===== config.mk =====
export PLATFORM = sky130hd
export DESIGN_NAME = qrs_sqrt
export DESIGN_NICKNAME = d
export VERILOG_FILES = /design/src/rtl/qrs_sqrt.sv
export SDC_FILE = /design/constraint.sdc
export NUM_CORES = 2
export LEC_CHECK = 0
export BUFFER_PORTS_ARGS = -buffer_cell sky130_fd_sc_hd__buf_2
export CAP_MARGIN = 20
export CORE_ASPECT_RATIO = 1.4
export CORE_MARGIN = 2
export CORE_UTILIZATION = 59
export DETAILED_ROUTE_END_ITERATION = 7
export PLACE_DENSITY = 0.83
export SLEW_MARGIN = 10
export SYNTH_ARGS = -nofsm -noshare
export SYNTH_HDL_FRONTEND = slang
export SYNTH_SLANG_ARGS = --single-unit

===== constraint.sdc =====
create_clock -name clk -period 3.9 [get_ports clk]
set_input_delay 0.195 -clock clk [delete_from_list [all_inputs] [get_ports clk]]
set_output_delay 0.195 -clock clk [all_outputs]
set_load 0.05 [all_outputs]

===== src/rtl/qrs_sqrt.sv =====
// Pipelined integer square root, one root bit per stage.
module qrs_sqrt #(
  parameter int RW = 33
) (
  input  logic            clk,
  input  logic            en,
  input  logic [2*RW-1:0] radicand,
  output logic [RW-1:0]   root
);

  logic [RW:0]     rem_s  [RW+1];
  logic [RW-1:0]   root_s [RW+1];
  logic [2*RW-1:0] rad_s  [RW+1];

  assign rem_s[0]  = '0;
  assign root_s[0] = '0;
  assign rad_s[0]  = radicand;
  assign root      = root_s[RW];

  for (genvar g = 0; g < RW; g++) begin : g_stage
    logic [RW+2:0] cur, trial, diff;
    logic          ge;

    always_comb begin
      cur   = {rem_s[g], rad_s[g][2*RW-1 -: 2]};
      trial = {1'b0, root_s[g], 2'b01};
      diff  = cur - trial;
      ge    = (cur >= trial);
    end

    always_ff @(posedge clk) begin
      if (en) begin
        rem_s[g+1]  <= ge ? diff[RW:0] : cur[RW:0];
        root_s[g+1] <= {root_s[g][RW-2:0], ge};
        rad_s[g+1]  <= {rad_s[g][2*RW-3:0], 2'b00};
      end
    end
  end

endmodule


==> run_results.csv <==
group,metric,value,unit
cells_and_area,postLayoutCoreUtil,0.661,
clock_network,clk_pin_slew,0.07,ns
synth,synthTopCellsByArea,"edfxtp_1, ha_1, xnor2_1, xor2_1, a21oi_1",
placed_design,port_buffers,100,
cells_and_area,fillers,14297,
synth,avgSynthCellArea,13.0,um2
power,ir_drop,0.000450,V
die,core_area,0.208,mm2
timing,hold_viol_final,0,
clock_network,clock-root-buffer,"clkbuf_16",
die,die_area,0.213,mm2
hold_path,hold_start,"radicand[34]",
critical_path,crit-reg2reg-capture,"g_stage[10].cur[29]",
grt,grt_pass1_vias,77702,
synth,async_flop_share,0,
placed_design,dp_hpwl,194000,um
critical_path,criticalPathCategory,"register to register",
power,sw_frac_of_total,0.288,
timing,worst_pin_slew,1.13,ns
synth,synth_top_cell_by_area,"edfxtp_1",
synth,synthTopCellsByCount,"edfxtp_1, inv_1, nor2_1",
grt,gr-total-overflow,0,
die,rows,198,
critical_path,start_kind,"register",
clock_network,cts.htree.levels,4,
grt,antenna_found_initial,2,
clock_network,cts_buffers,245,
power,p_per_area,588,mW/mm2
grt,grt_pass1_wl,425000,um
power,power_switching,23.3,mW
die,start_util,0.593,
power,clockPowerShare,0.300,
synth,ys_ff_latch,2654,
drt,wl_met3,11200,um
timing,period_needed,3.74,ns
power,p_leak,52.7,nW
outcome,status,"finished, final reports clean",
drt,ant_nets,0,
die,pin_count,101,
critical_path,crit_start,"g_stage[9].cur[2]",
clock_network,clock_sinks,2654,
die,die_h,545,um
synth,synth_area,0.123,mm2
timing,fmax,0.268,GHz
cells_and_area,final_nets,10608,
critical_path,timing.critical_path.to_type,"register",
timing,max_slew_margin,0.244,
drt,wl_met1,93700,um
clock_network,cts_tree,"built",
synth,yosys_most_used_dff,"edfxtp_1",
drt,drt_iter0_drc,6020,
grt,grt_start_max_net_pins,191,
clock_network,clock_latency,0.90,ns
power,p_int,57.5,mW
power,power_frac_seq,0.480,
die,die_x,390,um
timing,fin_ws,0.165,ns
synth,yosys_warnings,0,
timing,setup_violations,0,
cells_and_area,finalNonFillerCells,12848,
synth,synth_top_area_frac,0.647,
drt,drt-total-wl,274000,um
placed_design,place_congestion,0.968,
critical_path,critical_path_required,4.51,ns
clock_network,post-cts-setup-buffer-count,0,
synth,synth_most_common_cell,"edfxtp_1",
placed_design,place_ws,0.144,ns
drt,wl_per_cell,21.3,um
synth,synth_cell_types,88,
drt,via_per_inst,5.93,
timing,tns,0,ns
drt,maxUsedRoutingLayer,"met4",
timing,slew_violations,0,
drt,dr_wl_met2,150000,um
hold_path,hold_end,"rad_s[2148]",
clock_network,cts_max_path_buffers,4,
synth,postSynthCellCount,9490,
drt,drc,0,
hold_path,min_path_cells,2,
cells_and_area,syn_to_final_growth,11.5,%
timing,finalCritPeriodShare,0.958,
timing,clock_skew,0.0699,ns
cells_and_area,layout-drive-gt1-share,0.0815,
critical_path,worstReg2RegStart,"g_stage[9].cur[2]",
grt,track_usage,0.256,
hold_path,holdCritPathClass,"primary input to register",
drt,firstDrtPassIters,8,
synth,synth_edf_count,2654,
critical_path,reg2reg_depth,11,
synth,synth.yosys.seq_area_share,0.647,
flow_run,cap_violations,0,
placed_design,dp_cells,12280,
critical_path,r2r_slack,0.16,ns
critical_path,cp_max_fo,5,
cells_and_area,design_area,0.137,mm2
placed_design,dpl_cell_area,0.128,mm2
power,p_comb_frac,0.220,
synth,synthesis.nets,10154,
drt,num_vias,76232,
critical_path,crit_arrival,4.34,ns
==> stage by stage <==
stage,power (mW),hold slack [ns]
2_1_floorplan,50.8,0.294
3_3_place_gp,56.2,0.373
3_5_place_dp,56.7,0.373
4_1_cts,81.1,0.000461
5_1_grt,84.5,0.0267
6_report,80.8,0.0483
==> placed cells by master (no fill, tap or decap), drive strengths merged, types with 47 or more instances in the layout <==
cell         instances
inv                747
and3                51
a21o               249
nand2              602
o21a               131
buf                264
mux2                95
dlygate4sd3        117
o21ai              498
o31ai               57
nand3              176
xor2               408
clkbuf             288
a21oi              604
edfxtp            2654
nor2               616
or4                 51
nor2b               88
nand4               99
or3                103
nor4               119
a31oi               47
nor3               251
nand2b             114
clkinv             100
xnor2              469
ha                 596
==> worst max-delay path, cell delays in order, from the launching register on <==
cell	delay, ns
edfxtp_1	0.43
ha_1	0.40
o21a_1	0.15
o21ai_0	0.33
a21oi_1	0.17
a211oi_2	0.31
a21oi_1	0.20
a2111oi_2	0.49
nand2b_1	0.16
or3_1	0.43
nor3_1	0.24
xor2_1	0.12
==> metal layers <==
metal  global-route usage  up-vias
met3               0.0313      898
met2                0.491     2409
met1                0.262    36913
met4                0.157        0
met5                    0        -
li1                     -    36012
==> cell type report <==
class	count	area, um2	area share
clock inverter	160	1730	0.0126
inverter	740	2780	0.0202
timing repair buffer	381	3260	0.0237
clock buffer	288	6380	0.0464
antenna	3	7.51	0.0000546
sequential	2654	79700	0.580
tap	2700	3380	0.0246
multi-input combinational	5922	40300	0.293
==> worst max path at each step <==
stage	cells past startpoint	slack, ns	to
floorplan	12	0.58	g_stage[20].cur[31]
global placement	12	0.14	g_stage[27].cur[33]
detailed placement	12	0.14	g_stage[27].cur[33]
CTS	11	0.01	g_stage[14].cur[30]
global route	12	-0.006	g_stage[29].cur[34]
finish	11	0.16	g_stage[10].cur[29]
==> flip-flops by register name, indices dropped and copies added (netlist names) <==
signal         count
root              33
rad_s            992
g_stage.cur     1101
g_stage.trial    528
==> cells by family after synthesis <==
group	after synthesis	synth area share
flip-flops	2654	0.647
buffers and inverters	914	0.0280
AO/OA/AOI/OAI	1908	0.0960
multiplexers	105	0.00949
other	1	0.0000304
AND/OR/NAND/NOR	2435	0.0971
XOR/XNOR	877	0.0623
adder cells (fa/ha/maj)	596	0.0605
==> power groups by stage <==
| stage | clock network [mW] | registers, mW | logic, mW |
|---|---|---|---|
| 2_1_floorplan | 0 | 38.1 | 12.6 |
| 3_3_place_gp | 0 | 39.3 | 17.0 |
| 3_5_place_dp | 0 | 39.4 | 17.3 |
| 4_1_cts | 24.7 | 38.8 | 17.6 |
| 5_1_grt | 25.7 | 39.1 | 19.6 |
| 6_report | 24.3 | 38.8 | 17.7 |
==> what timing repair did <==
action,in CTS,in global routing
hold buffers,117,0
resized for setup,0,19
endpoints found under the setup margin,0,50
hold endpoints to repair,249,0
Note: power is estimated with default switching activity, not from simulation.
