`src/rtl/qrs_pkg.sv`:
```
// Shared types and constants for the quadratic root solver.
package qrs_pkg;

  typedef enum logic [1:0] {
    CASE_TWO_REAL = 2'd0,
    CASE_DOUBLE   = 2'd1,
    CASE_COMPLEX  = 2'd2,
    CASE_DEGEN    = 2'd3
  } root_case_t;

  localparam int FRAC_SHIFT = 16;
  localparam int ROOT_W     = 32;

  typedef struct packed {
    root_case_t        root_case;
    logic [ROOT_W-1:0] first_real;
    logic [ROOT_W-1:0] second_real;
    logic [ROOT_W-1:0] first_imag;
    logic              overflow;
  } result_t;

endpackage

```
`src/rtl/qrs_div.sv`:
```
// Pipelined signed divider: round to nearest, one quotient bit per stage, saturate to 32 bits.
module qrs_div #(
  parameter int NW = 35,
  parameter int DW = 18
) (
  input  logic                 clk,
  input  logic                 en,
  input  logic signed [NW-1:0] num,
  input  logic signed [DW-1:0] den,
  output logic [qrs_pkg::ROOT_W-1:0] quo,
  output logic                 ovf
);

  localparam int OW = qrs_pkg::ROOT_W;

  logic [NW-1:0] un;
  logic [DW-1:0] ud;

  logic [DW-1:0] rem_s [NW+1];
  logic [NW-1:0] nq_s  [NW+1];
  logic [DW-1:0] den_s [NW+1];
  logic          neg_s [NW+1];

  logic [NW+OW:0] qx;
  localparam logic [NW+OW:0] POS_LIM = (NW+OW+1)'(64'h7FFF_FFFF);
  localparam logic [NW+OW:0] NEG_LIM = (NW+OW+1)'(64'h8000_0000);

  assign un = num[NW-1] ? (~num + 1'b1) : num;
  assign ud = den[DW-1] ? (~den + 1'b1) : den;

  always_ff @(posedge clk) begin
    if (en) begin
      rem_s[0] <= '0;
      nq_s[0]  <= un + NW'(ud >> 1);
      den_s[0] <= ud;
      neg_s[0] <= num[NW-1] != den[DW-1];
    end
  end

  for (genvar g = 0; g < NW; g++) begin : g_stage
    logic [DW:0] cur, diff;
    logic        ge;

    always_comb begin
      cur  = {rem_s[g], nq_s[g][NW-1]};
      diff = cur - {1'b0, den_s[g]};
      ge   = (cur >= {1'b0, den_s[g]});
    end

    always_ff @(posedge clk) begin
      if (en) begin
        rem_s[g+1] <= ge ? diff[DW-1:0] : cur[DW-1:0];
        nq_s[g+1]  <= {nq_s[g][NW-2:0], ge};
        den_s[g+1] <= den_s[g];
        neg_s[g+1] <= neg_s[g];
      end
    end
  end

  assign qx = {{(OW+1){1'b0}}, nq_s[NW]};

  always_ff @(posedge clk) begin
    if (en) begin
      if (!neg_s[NW] && qx > POS_LIM) begin
        quo <= 32'h7FFF_FFFF;
        ovf <= 1'b1;
      end else if (neg_s[NW] && qx > NEG_LIM) begin
        quo <= 32'h8000_0000;
        ovf <= 1'b1;
      end else begin
        quo <= neg_s[NW] ? (~qx[OW-1:0] + 1'b1) : qx[OW-1:0];
        ovf <= 1'b0;
      end
    end
  end

endmodule

```
`config.mk`:
```
export PLATFORM = sky130hd
export DESIGN_NAME = qrs_div
export DESIGN_NICKNAME = d
export VERILOG_FILES = /design/src/rtl/qrs_pkg.sv /design/src/rtl/qrs_div.sv
export SDC_FILE = /design/constraint.sdc
export NUM_CORES = 2
export LEC_CHECK = 0
export ABC_AREA = 1
export BUFFER_PORTS_ARGS = -buffer_cell sky130_fd_sc_hd__buf_4
export CAP_MARGIN = 40
export CORE_MARGIN = 5
export CORE_UTILIZATION = 50
export CTS_CLUSTER_DIAMETER = 60
export DETAILED_ROUTE_END_ITERATION = 16
export PLACE_DENSITY = 0.65
export SKIP_CTS_REPAIR_TIMING = 1
export SLEW_MARGIN = 30
export SYNTH_ARGS = -nofsm -noshare
export SYNTH_HDL_FRONTEND = slang
export SYNTH_SLANG_ARGS = --single-unit
```
`constraint.sdc`:
```
create_clock -name clk -period 5.9 [get_ports clk]
set_input_delay 1.18 -clock clk [delete_from_list [all_inputs] [get_ports clk]]
set_output_delay 1.18 -clock clk [all_outputs]
set_load 0.05 [all_outputs]
```
==> impl_metrics.ini <==
[outcome]
status = finished, final reports clean

[power]
p_leak_nw = 51.9
powerDensity_nw_per_um2 = 499
max-vdd-ir-drop_v = 0.000328
finalPower_w = 0.0662

[sta]
hold_viol = 0
rsz0062_at_grt = false
slew-limit-headroom_pct = 34.7
slew_viol_final = 0
timing.final.crit_share_pct = 62.3
setup_viol = 0
worst_pin_slew_ns = 0.980
finalSetupTns_ns = 0
period_minus_slack_ns = 3.68
fmax_ghz = 0.272
skew_ns = 0.0545

[detailed_routing]
route.detailed.drc = 0
drt_iter0_drc = 5802
wl_per_cell_um = 20.4
vias = 73900
ant_nets = 0
via_per_inst = 5.43
first_pass_iters = 8
wl_um = 278000

[die]
core_area_um2 = 235000
die_area_um2 = 246000
floorplan.rows = 178
die_h_um = 496
io_pins = 88
die-width_um = 496
start_util_pct = 50.3

[logic_synthesis]
async_reset_ff_share_pct = 0
ys_ff_latch = 2571
yosys_warnings = 0
syn_inst = 9893
ys.flop_type = edfxtp_1
ys_seq_area_share_pct = 65.3
synth-edff-count = 2571
synth_area_um2 = 118000
ys_types = 52
synth_nets = 10600
avgSynthCellArea_um2 = 11.9

[worst_setup_path]
critPathMaxStageDelay_ns = 0.42
path_max_fanout = 7
worstPathArrival_ns = 4.27
critical_path_required_ns = 6.50
setup.worst_path.class = input port to register
start_kind = input port
path_common_cell = nand2_1
cp_slowest_cell = a21oi_1
path_cells = buf_4 -> inv_1 -> ha_1 -> nand2_1 -> nor2_4 -> nand2_2 -> nor2_4 -> nand2_1 -> nand2_1 -> xor2_1 -> ha_1 -> a21oi_1 -> inv_1 -> a21oi_1 -> inv_1 -> nand4_1 -> nand2_1 -> xor2_1
critPathCaptureType = register

[grt]
grt_util_all_layers_pct = 22.3
grt_overflow = 0
grt_pass1_wl_um = 424000
grt_max_degree = 182
grt_pass1_vias = 72600
antenna_found_initial = 2

[cells_and_area]
fin_nets = 11000
fin_area_um2 = 133000
post-route-util_pct = 56.4
drive_above_1_share_pct = 6.28
finalNonFillerCells = 13600
area_growth_pct = 12.2

[place]
hpwl_um = 207000
placed_cell_area_um2 = 123000
gp_congestion = 0.962
port_buffers = 87
placed_cells = 13100

[clocking]
cts_root_buffer = clkbuf_16
cts_max_path_buffers = 4
clk_pin_slew_ns = 0.06
cts_tree = done
clkSinkCount = 2571
clk_latency_ns = 0.90
h-tree-depth = 5
numCtsBuffers = 299

[min_path]
hp-class = register to register

[flow_run]
drv_cap = 0
==> cell usage after synthesis (all sizes together) (33+ instances only) <==
cell,number,area (um2)
o21ai,603,3040
o211ai,57,428
buf,64,325
nand3,309,1590
edfxtp,2571,77200
fa,34,681
nand2,1602,6110
nand4,154,963
xnor2,291,2550
nor3,67,360
clkbuf,52,195
xor2,268,2360
nor4,101,632
ha,633,7920
inv,1011,3790
a21o,33,248
a31oi,83,519
nor2,897,3450
a21oi,876,4380
==> layout by cell type, fill, tap and decap left out, types with 101 or more instances in the layout <==
| master | count |
|---|---|
| buf_4 | 128 |
| xnor2_1 | 291 |
| edfxtp_1 | 2571 |
| nand4_1 | 154 |
| nand2_1 | 1575 |
| nand3_1 | 300 |
| o21ai_0 | 567 |
| inv_1 | 1007 |
| nor4_1 | 101 |
| ha_1 | 633 |
| a21oi_1 | 876 |
| clkbuf_16 | 302 |
| xor2_1 | 266 |
| nor2_1 | 878 |
==> registers in the layout, summed over array words and instances (netlist names) <==
signal,cells
nq_s,1260
den_s,630
rem_s,612
neg_s,36
quo,32
ovf,1
==> critical path: cells and delay by family <==
kind	cells	cell delay [ns]
fa+ha+maj	2	0.62
buf+inv	4	0.39
compound gates	2	0.66
xor+xnor	2	0.54
simple gates	8	0.86
==> stage by stage <==
step	hold WS, ns	worst slack, ns
after floorplan	0.400	1.97
after global placement	0.400	1.21
after CTS	0.373	2.25
after detailed placement	0.405	1.32
after global routing	0.386	2.00
final	0.371	2.22
==> report_power, final <==
| group | switching [W] | internal [W] | total, W |
|---|---|---|---|
| Clock | 0.00711 | 0.0105 | 0.0176 |
| Combinational | 0.0138 | 0.00791 | 0.0217 |
| Sequential | 0.00210 | 0.0248 | 0.0269 |
==> path summary, 6_finish.rpt <==
| path | cells past startpoint | start | slack (ns) | to |
|---|---|---|---|---|
| max | 18 | num[0] | 2.22 | nq_s[0][29] |
| max reg2reg | 8 | rem_s[18][14] | 2.47 | rem_s[19][6] |
| min reg2reg | 0 | nq_s[6][82] | 0.37 | nq_s[6][118] |
| min | 0 | nq_s[6][82] | 0.37 | nq_s[6][118] |
==> cell families after synthesis <==
group	after synthesis	synth area share, %
buf+inv	1128	3.65
fa+ha+maj	667	7.28
compound gates	1788	8.22
flops	2571	65.3
simple gates	3180	11.4
xor+xnor	559	4.15
==> per-layer routing <==
layer	part of all wire (%)	track usage, %
met1	42	28.9
met3	3.7	2.66
met5	0.088	0
met2	50	39.0
met4	3.7	7.86
==> area by class of cell <==
class / count / area [um2]
Antenna cell: 8 / 20.0
Multi-Input combinational cell: 6194 / 36700
Sequential cell: 2571 / 77200
Timing Repair Buffer: 167 / 1680
Tap cell: 3150 / 3940
Clock inverter: 161 / 1610
Inverter: 1012 / 3800
Fill cell: 19500 / 103000
Clock buffer: 343 / 7710
Note: power is estimated with default switching activity, not from simulation.
