**config.mk**
```make
export PLATFORM = sky130hd
export DESIGN_NAME = qrs_disc
export DESIGN_NICKNAME = d
export VERILOG_FILES = /design/src/rtl/qrs_pkg.sv /design/src/rtl/qrs_disc.sv
export SDC_FILE = /design/constraint.sdc
export NUM_CORES = 1
export LEC_CHECK = 0
export BUFFER_PORTS_ARGS = -buffer_cell sky130_fd_sc_hd__buf_4
export CAP_MARGIN = 40
export CORE_AREA = 2 2 299 301
export DETAILED_ROUTE_END_ITERATION = 12
export DIE_AREA = 0 0 301 303
export GPL_TIMING_DRIVEN = 0
export SLEW_MARGIN = 20
export SYNTH_ARGS = -nofsm -noshare
export SYNTH_HDL_FRONTEND = slang
export SYNTH_SLANG_ARGS = --single-unit
export TNS_END_PERCENT = 30
```
**constraint.sdc**
```tcl
create_clock -name clk -period 15.8 [get_ports clk]
set_input_delay 0.79 -clock clk [delete_from_list [all_inputs] [get_ports clk]]
set_output_delay 0.79 -clock clk [all_outputs]
set_load 0.01 [all_outputs]
```
**src/rtl/qrs_pkg.sv**
```systemverilog
// Shared types and constants for the quadratic root solver.
package qrs_pkg;

  typedef enum logic [1:0] {
    CASE_TWO_REAL = 2'd0,
    CASE_DOUBLE   = 2'd1,
    CASE_COMPLEX  = 2'd2,
    CASE_DEGEN    = 2'd3
  } root_case_t;

  localparam int FRAC_SHIFT = 16;
  localparam int ROOT_W     = 32;

  typedef struct packed {
    root_case_t        root_case;
    logic [ROOT_W-1:0] first_real;
    logic [ROOT_W-1:0] second_real;
    logic [ROOT_W-1:0] first_imag;
    logic              overflow;
  } result_t;

endpackage

```
**src/rtl/qrs_disc.sv**
```systemverilog
// Discriminant front end: magnitudes, products, then exact b*b-4ac and case code.
module qrs_disc #(
  parameter int W = 16
) (
  input  logic                clk,
  input  logic                rst,
  input  logic                en,
  input  logic                in_valid,
  input  logic signed [W-1:0] coef_quad,
  input  logic signed [W-1:0] coef_lin,
  input  logic signed [W-1:0] coef_const,
  output logic                out_valid,
  output qrs_pkg::root_case_t out_case,
  output logic [2*W:0]        dmag,
  output logic signed [W+16:0] neg_lin,
  output logic signed [W+1:0] two_quad
);

  logic [W-1:0] mag_a, mag_b, mag_c;
  logic [2*W-1:0] prod_ac;
  logic         v1;
  logic signed [W-1:0] a1, b1;
  logic [2*W-1:0] bsq1;
  logic [2*W+1:0] fac1;
  logic           addm1;

  logic [2*W+1:0] bsq_x, sum, dif_bf, dif_fb;
  logic           pos, zero;
  logic signed [W+16:0] bx;

  assign mag_a = coef_quad[W-1]  ? (~coef_quad + 1'b1)  : coef_quad;
  assign mag_b = coef_lin[W-1]   ? (~coef_lin + 1'b1)   : coef_lin;
  assign mag_c = coef_const[W-1] ? (~coef_const + 1'b1) : coef_const;
  assign prod_ac = mag_a * mag_c;

  always_ff @(posedge clk) begin
    if (rst) begin
      v1 <= 1'b0;
    end else if (en) begin
      v1 <= in_valid;
    end
  end

  always_ff @(posedge clk) begin
    if (en) begin
      a1    <= coef_quad;
      b1    <= coef_lin;
      bsq1  <= mag_b * mag_b;
      fac1  <= {prod_ac, 2'b00};
      addm1 <= (coef_quad[W-1] != coef_const[W-1]) && (coef_const != '0);
    end
  end

  always_comb begin
    bsq_x  = {2'b00, bsq1};
    sum    = bsq_x + fac1;
    dif_bf = bsq_x - fac1;
    dif_fb = fac1 - bsq_x;
    pos    = addm1 || (bsq_x > fac1);
    zero   = !addm1 && (bsq_x == fac1);
    bx     = {{17{b1[W-1]}}, b1};
  end

  always_ff @(posedge clk) begin
    if (rst) begin
      out_valid <= 1'b0;
    end else if (en) begin
      out_valid <= v1;
    end
  end

  always_ff @(posedge clk) begin
    if (en) begin
      if (addm1) begin
        dmag <= sum[2*W:0];
      end else if (pos) begin
        dmag <= dif_bf[2*W:0];
      end else begin
        dmag <= dif_fb[2*W:0];
      end
      if (a1 == '0) begin
        out_case <= qrs_pkg::CASE_DEGEN;
      end else if (pos) begin
        out_case <= qrs_pkg::CASE_TWO_REAL;
      end else if (zero) begin
        out_case <= qrs_pkg::CASE_DOUBLE;
      end else begin
        out_case <= qrs_pkg::CASE_COMPLEX;
      end
      neg_lin  <= -(bx <<< qrs_pkg::FRAC_SHIFT);
      two_quad <= {{1{a1[W-1]}}, a1, 1'b0};
    end
  end

endmodule

```
==> results.yml <==
setup_path:
  path_max_fanout: 10
  reg2reg_slack_ns: 11.32
  crit_top_cell: "inv_1"
  crit_arrival_ns: 9.66
  r2r_start: "fac1[2]$_DFFE_PP_"
  start_kind: "input pin"
  crit_path_max_incr_delay_ns: 0.75
  reg2reg_depth: 13
  worstPathRequired_ns: 16.02
  worstSetupEndpointType: "flip-flop"
  reg2reg_to: "dmag[32]$_DFFE_PP_"
  cp_slowest_cell: "xor2_1"
  worstSetupPathType: "input pin to flip-flop"
  worstSetupStartpoint: "coef_lin[0]"
  crit_end: "bsq1[31]$_DFFE_PP_"
placed_design:
  place.gp.congestion: 0.9375
  placed_area_um2: 28900
  hpwl_um: 58320
  portBuffers: 120
clocking:
  h-tree-depth: 4
  ctsLongestPathBuffers: 2
  cts_sinks: 164
  clockRootBuffer: "clkbuf_16"
  cts_tree: "built"
  clk-insertion-delay-late_ns: 0.49
  path_clk_slew_ns: 0.07
  cts_made_buffers: 17
  postCtsSetupRepairBufs: 0
  hold_buffers: 0
  cts_resized: 0
yosys:
  ys_seq_area_share_pct: 18.69
  async_flop_share_pct: 0
  syn_area_um2: 26240
  yosysTopAreaCellShare_pct: 27.62
  synth.distinct_cells: 87
  avgSynthCellArea_um2: 9.200
  synth_top_cells_by_area: "fa_1 (28%), edfxtp_1 (19%), ha_1 (14%), inv_1 (7.9%), nor2_1 (4.1%)"
  synth_area_leader_cell: "fa_1"
  synth_top_flop_cell: "edfxtp_1"
  syn_inst: 2852
  yosys_warnings: 0
  synth-edff-count: 162
  postSynthRegisterBits: 164
flow_run:
  max_cap_viol_count: 0
timing:
  slew_headroom_pct: 36.86
  max_freq_mhz: 106.0
  hold_violations: 0
  setup_violations: 0
  maxSlewViolCount: 0
  finalSetupTns_ns: 0
  skew_ns: 0.01833
  period_share_pct: 59.71
  layout_min_cycle_time_ns: 9.434
  worst_pin_slew_ns: 0.9439
  rsz0062_at_grt: "false"
die:
  initial_core_util_pct: 29.83
  die_x_um: 301
  design.core.area_um2: 87970
  die_h_um: 303
  dieArea_um2: 91200
  io_pins: 139
  rows: 109
drt:
  antenna_left: 0
  first_pass_iters: 6
  drc: 0
  totalWireLength_um: 69960
  via_per_inst: 4.788
  wl_per_cell_um: 16.57
  drt_iter0_drc: 1423
  num_vias: 20220
finish:
  final_cell_mix: "inv_1 (555), fa_1 (362), ha_1 (292)"
  drive_above_1_share_pct: 8.342
  nNetsFinal: 3750
  area_growth_pct: 12.61
  n_fill_cell: 9080
  layout_commonest_cell: "inv_1"
  antenna_cells: 0
  fin_area_um2: 29550
grt:
  antenna_found_initial: 0
  gr-total-overflow: 0
  grt_max_degree: 92
  grtUsageMet1_pct: 20.79
  met2_usage_pct: 25.59
  grt_pass1_wl_um: 111500
  top_usage_layer: "met2"
  use_met3_pct: 3.301
  first_global_vias: 20460
  track_usage_pct: 15.73
worst_hold_path:
  hold_class: "flip-flop to flip-flop"
run_status:
  status: "complete, no violations"
==> layer usage <==
layer  wire, um  share of wire, %  vias to the layer above
met5          0                 0                        -
li1           -                 -                     9512
met1      30020                43                     9990
met2      32820                47                      628
met4       1909               2.7                        0
met3       5201               7.4                       87
==> synth_stat cells (7+ instances only) <==
library cell,number
nand2b_1,27
or4_1,7
nor4_1,15
a21o_1,42
nor2_1,289
o21a_1,12
o21bai_1,26
a21oi_1,135
buf_4,24
o211ai_1,8
o21ai_0,73
xor2_1,54
fa_1,362
o31ai_1,13
a21boi_0,7
nor2b_1,19
and2_1,19
mux2i_1,11
edfxtp_1,162
nand4_1,15
inv_1,555
and3_1,12
nand3_1,21
clkbuf_1,55
nor3_1,36
a211oi_1,16
a31oi_1,24
or3_1,9
nand2_1,267
ha_1,292
xnor2_1,112
==> cell type report <==
type,count,area (um2),share of cell area [%]
flip-flops and latches,164,4905,16.60
multi-input cells,2057,18850,63.80
inverters,564,2117,7.165
plain buffers,93,484.2,1.639
well taps,1165,1458,4.933
clock inverters,15,188.9,0.6394
clock buffers,17,425.4,1.440
repair buffers,147,1117,3.781
==> how the worst min path moves through the flow <==
stage | startpoint | endpoint | cells after the start
2_1_floorplan | a1[9]$_DFFE_PP_ | two_quad[10]$_DFFE_PP_ | 0
6_report | a1[15]$_DFFE_PP_ | two_quad[16]$_DFFE_PP_ | 0
4_1_cts | rst | v1$_SDFFE_PP0P_ | 2
5_1_grt | rst | out_valid$_SDFFE_PP0P_ | 2
3_3_place_gp | a1[15]$_DFFE_PP_ | two_quad[16]$_DFFE_PP_ | 0
3_5_place_dp | a1[14]$_DFFE_PP_ | two_quad[15]$_DFFE_PP_ | 0
==> metrics by stage <==
stage / utilization, % / hold WS [ns] / setup WS, ns / cells
3_5_place_dp: 32.85 / 0.4384 / 6.048 / 4185
3_3_place_gp: 32.62 / 0.4340 / 5.705 / 4163
4_1_cts: 33.55 / 0.4448 / 6.519 / 4217
2_1_floorplan: - / 0.4268 / 7.747 / 2878
5_1_grt: 33.59 / 0.4600 / 5.871 / 4222
6_report: 33.59 / 0.4470 / 6.366 / 4222
==> flip-flops by register name, summed over array words and instances (netlist names) <==
signal and count:
b1 16, v1 1, neg_lin 16, a1 16, fac1 32, addm1 1, out_valid 1, out_case 2
dmag 33, bsq1 30, two_quad 16
==> kinds of logic after synthesis <==
group	after synthesis	synth area share [%]
AOI/OAI and AO/OA	430	10.74
xor gates and xnor gates	166	5.541
adders and majority gates	654	41.54
buffers and inverters	657	9.914
DFF	164	18.69
muxes	15	0.5913
other	2	0.02862
and+or+nand+nor	764	12.95
==> critical path: cells and delay by family <==
kind | cells | cell delay, ns
XOR/XNOR | 2 | 0.86
adder cells (fa/ha/maj) | 8 | 3.72
AND/OR/NAND/NOR | 5 | 0.60
buffers and inverters | 10 | 1.85
AO/OA/AOI/OAI | 7 | 1.81
Power is not shown: default switching activity piles up to over one toggle a cycle in this logic, so the estimate is an artifact.
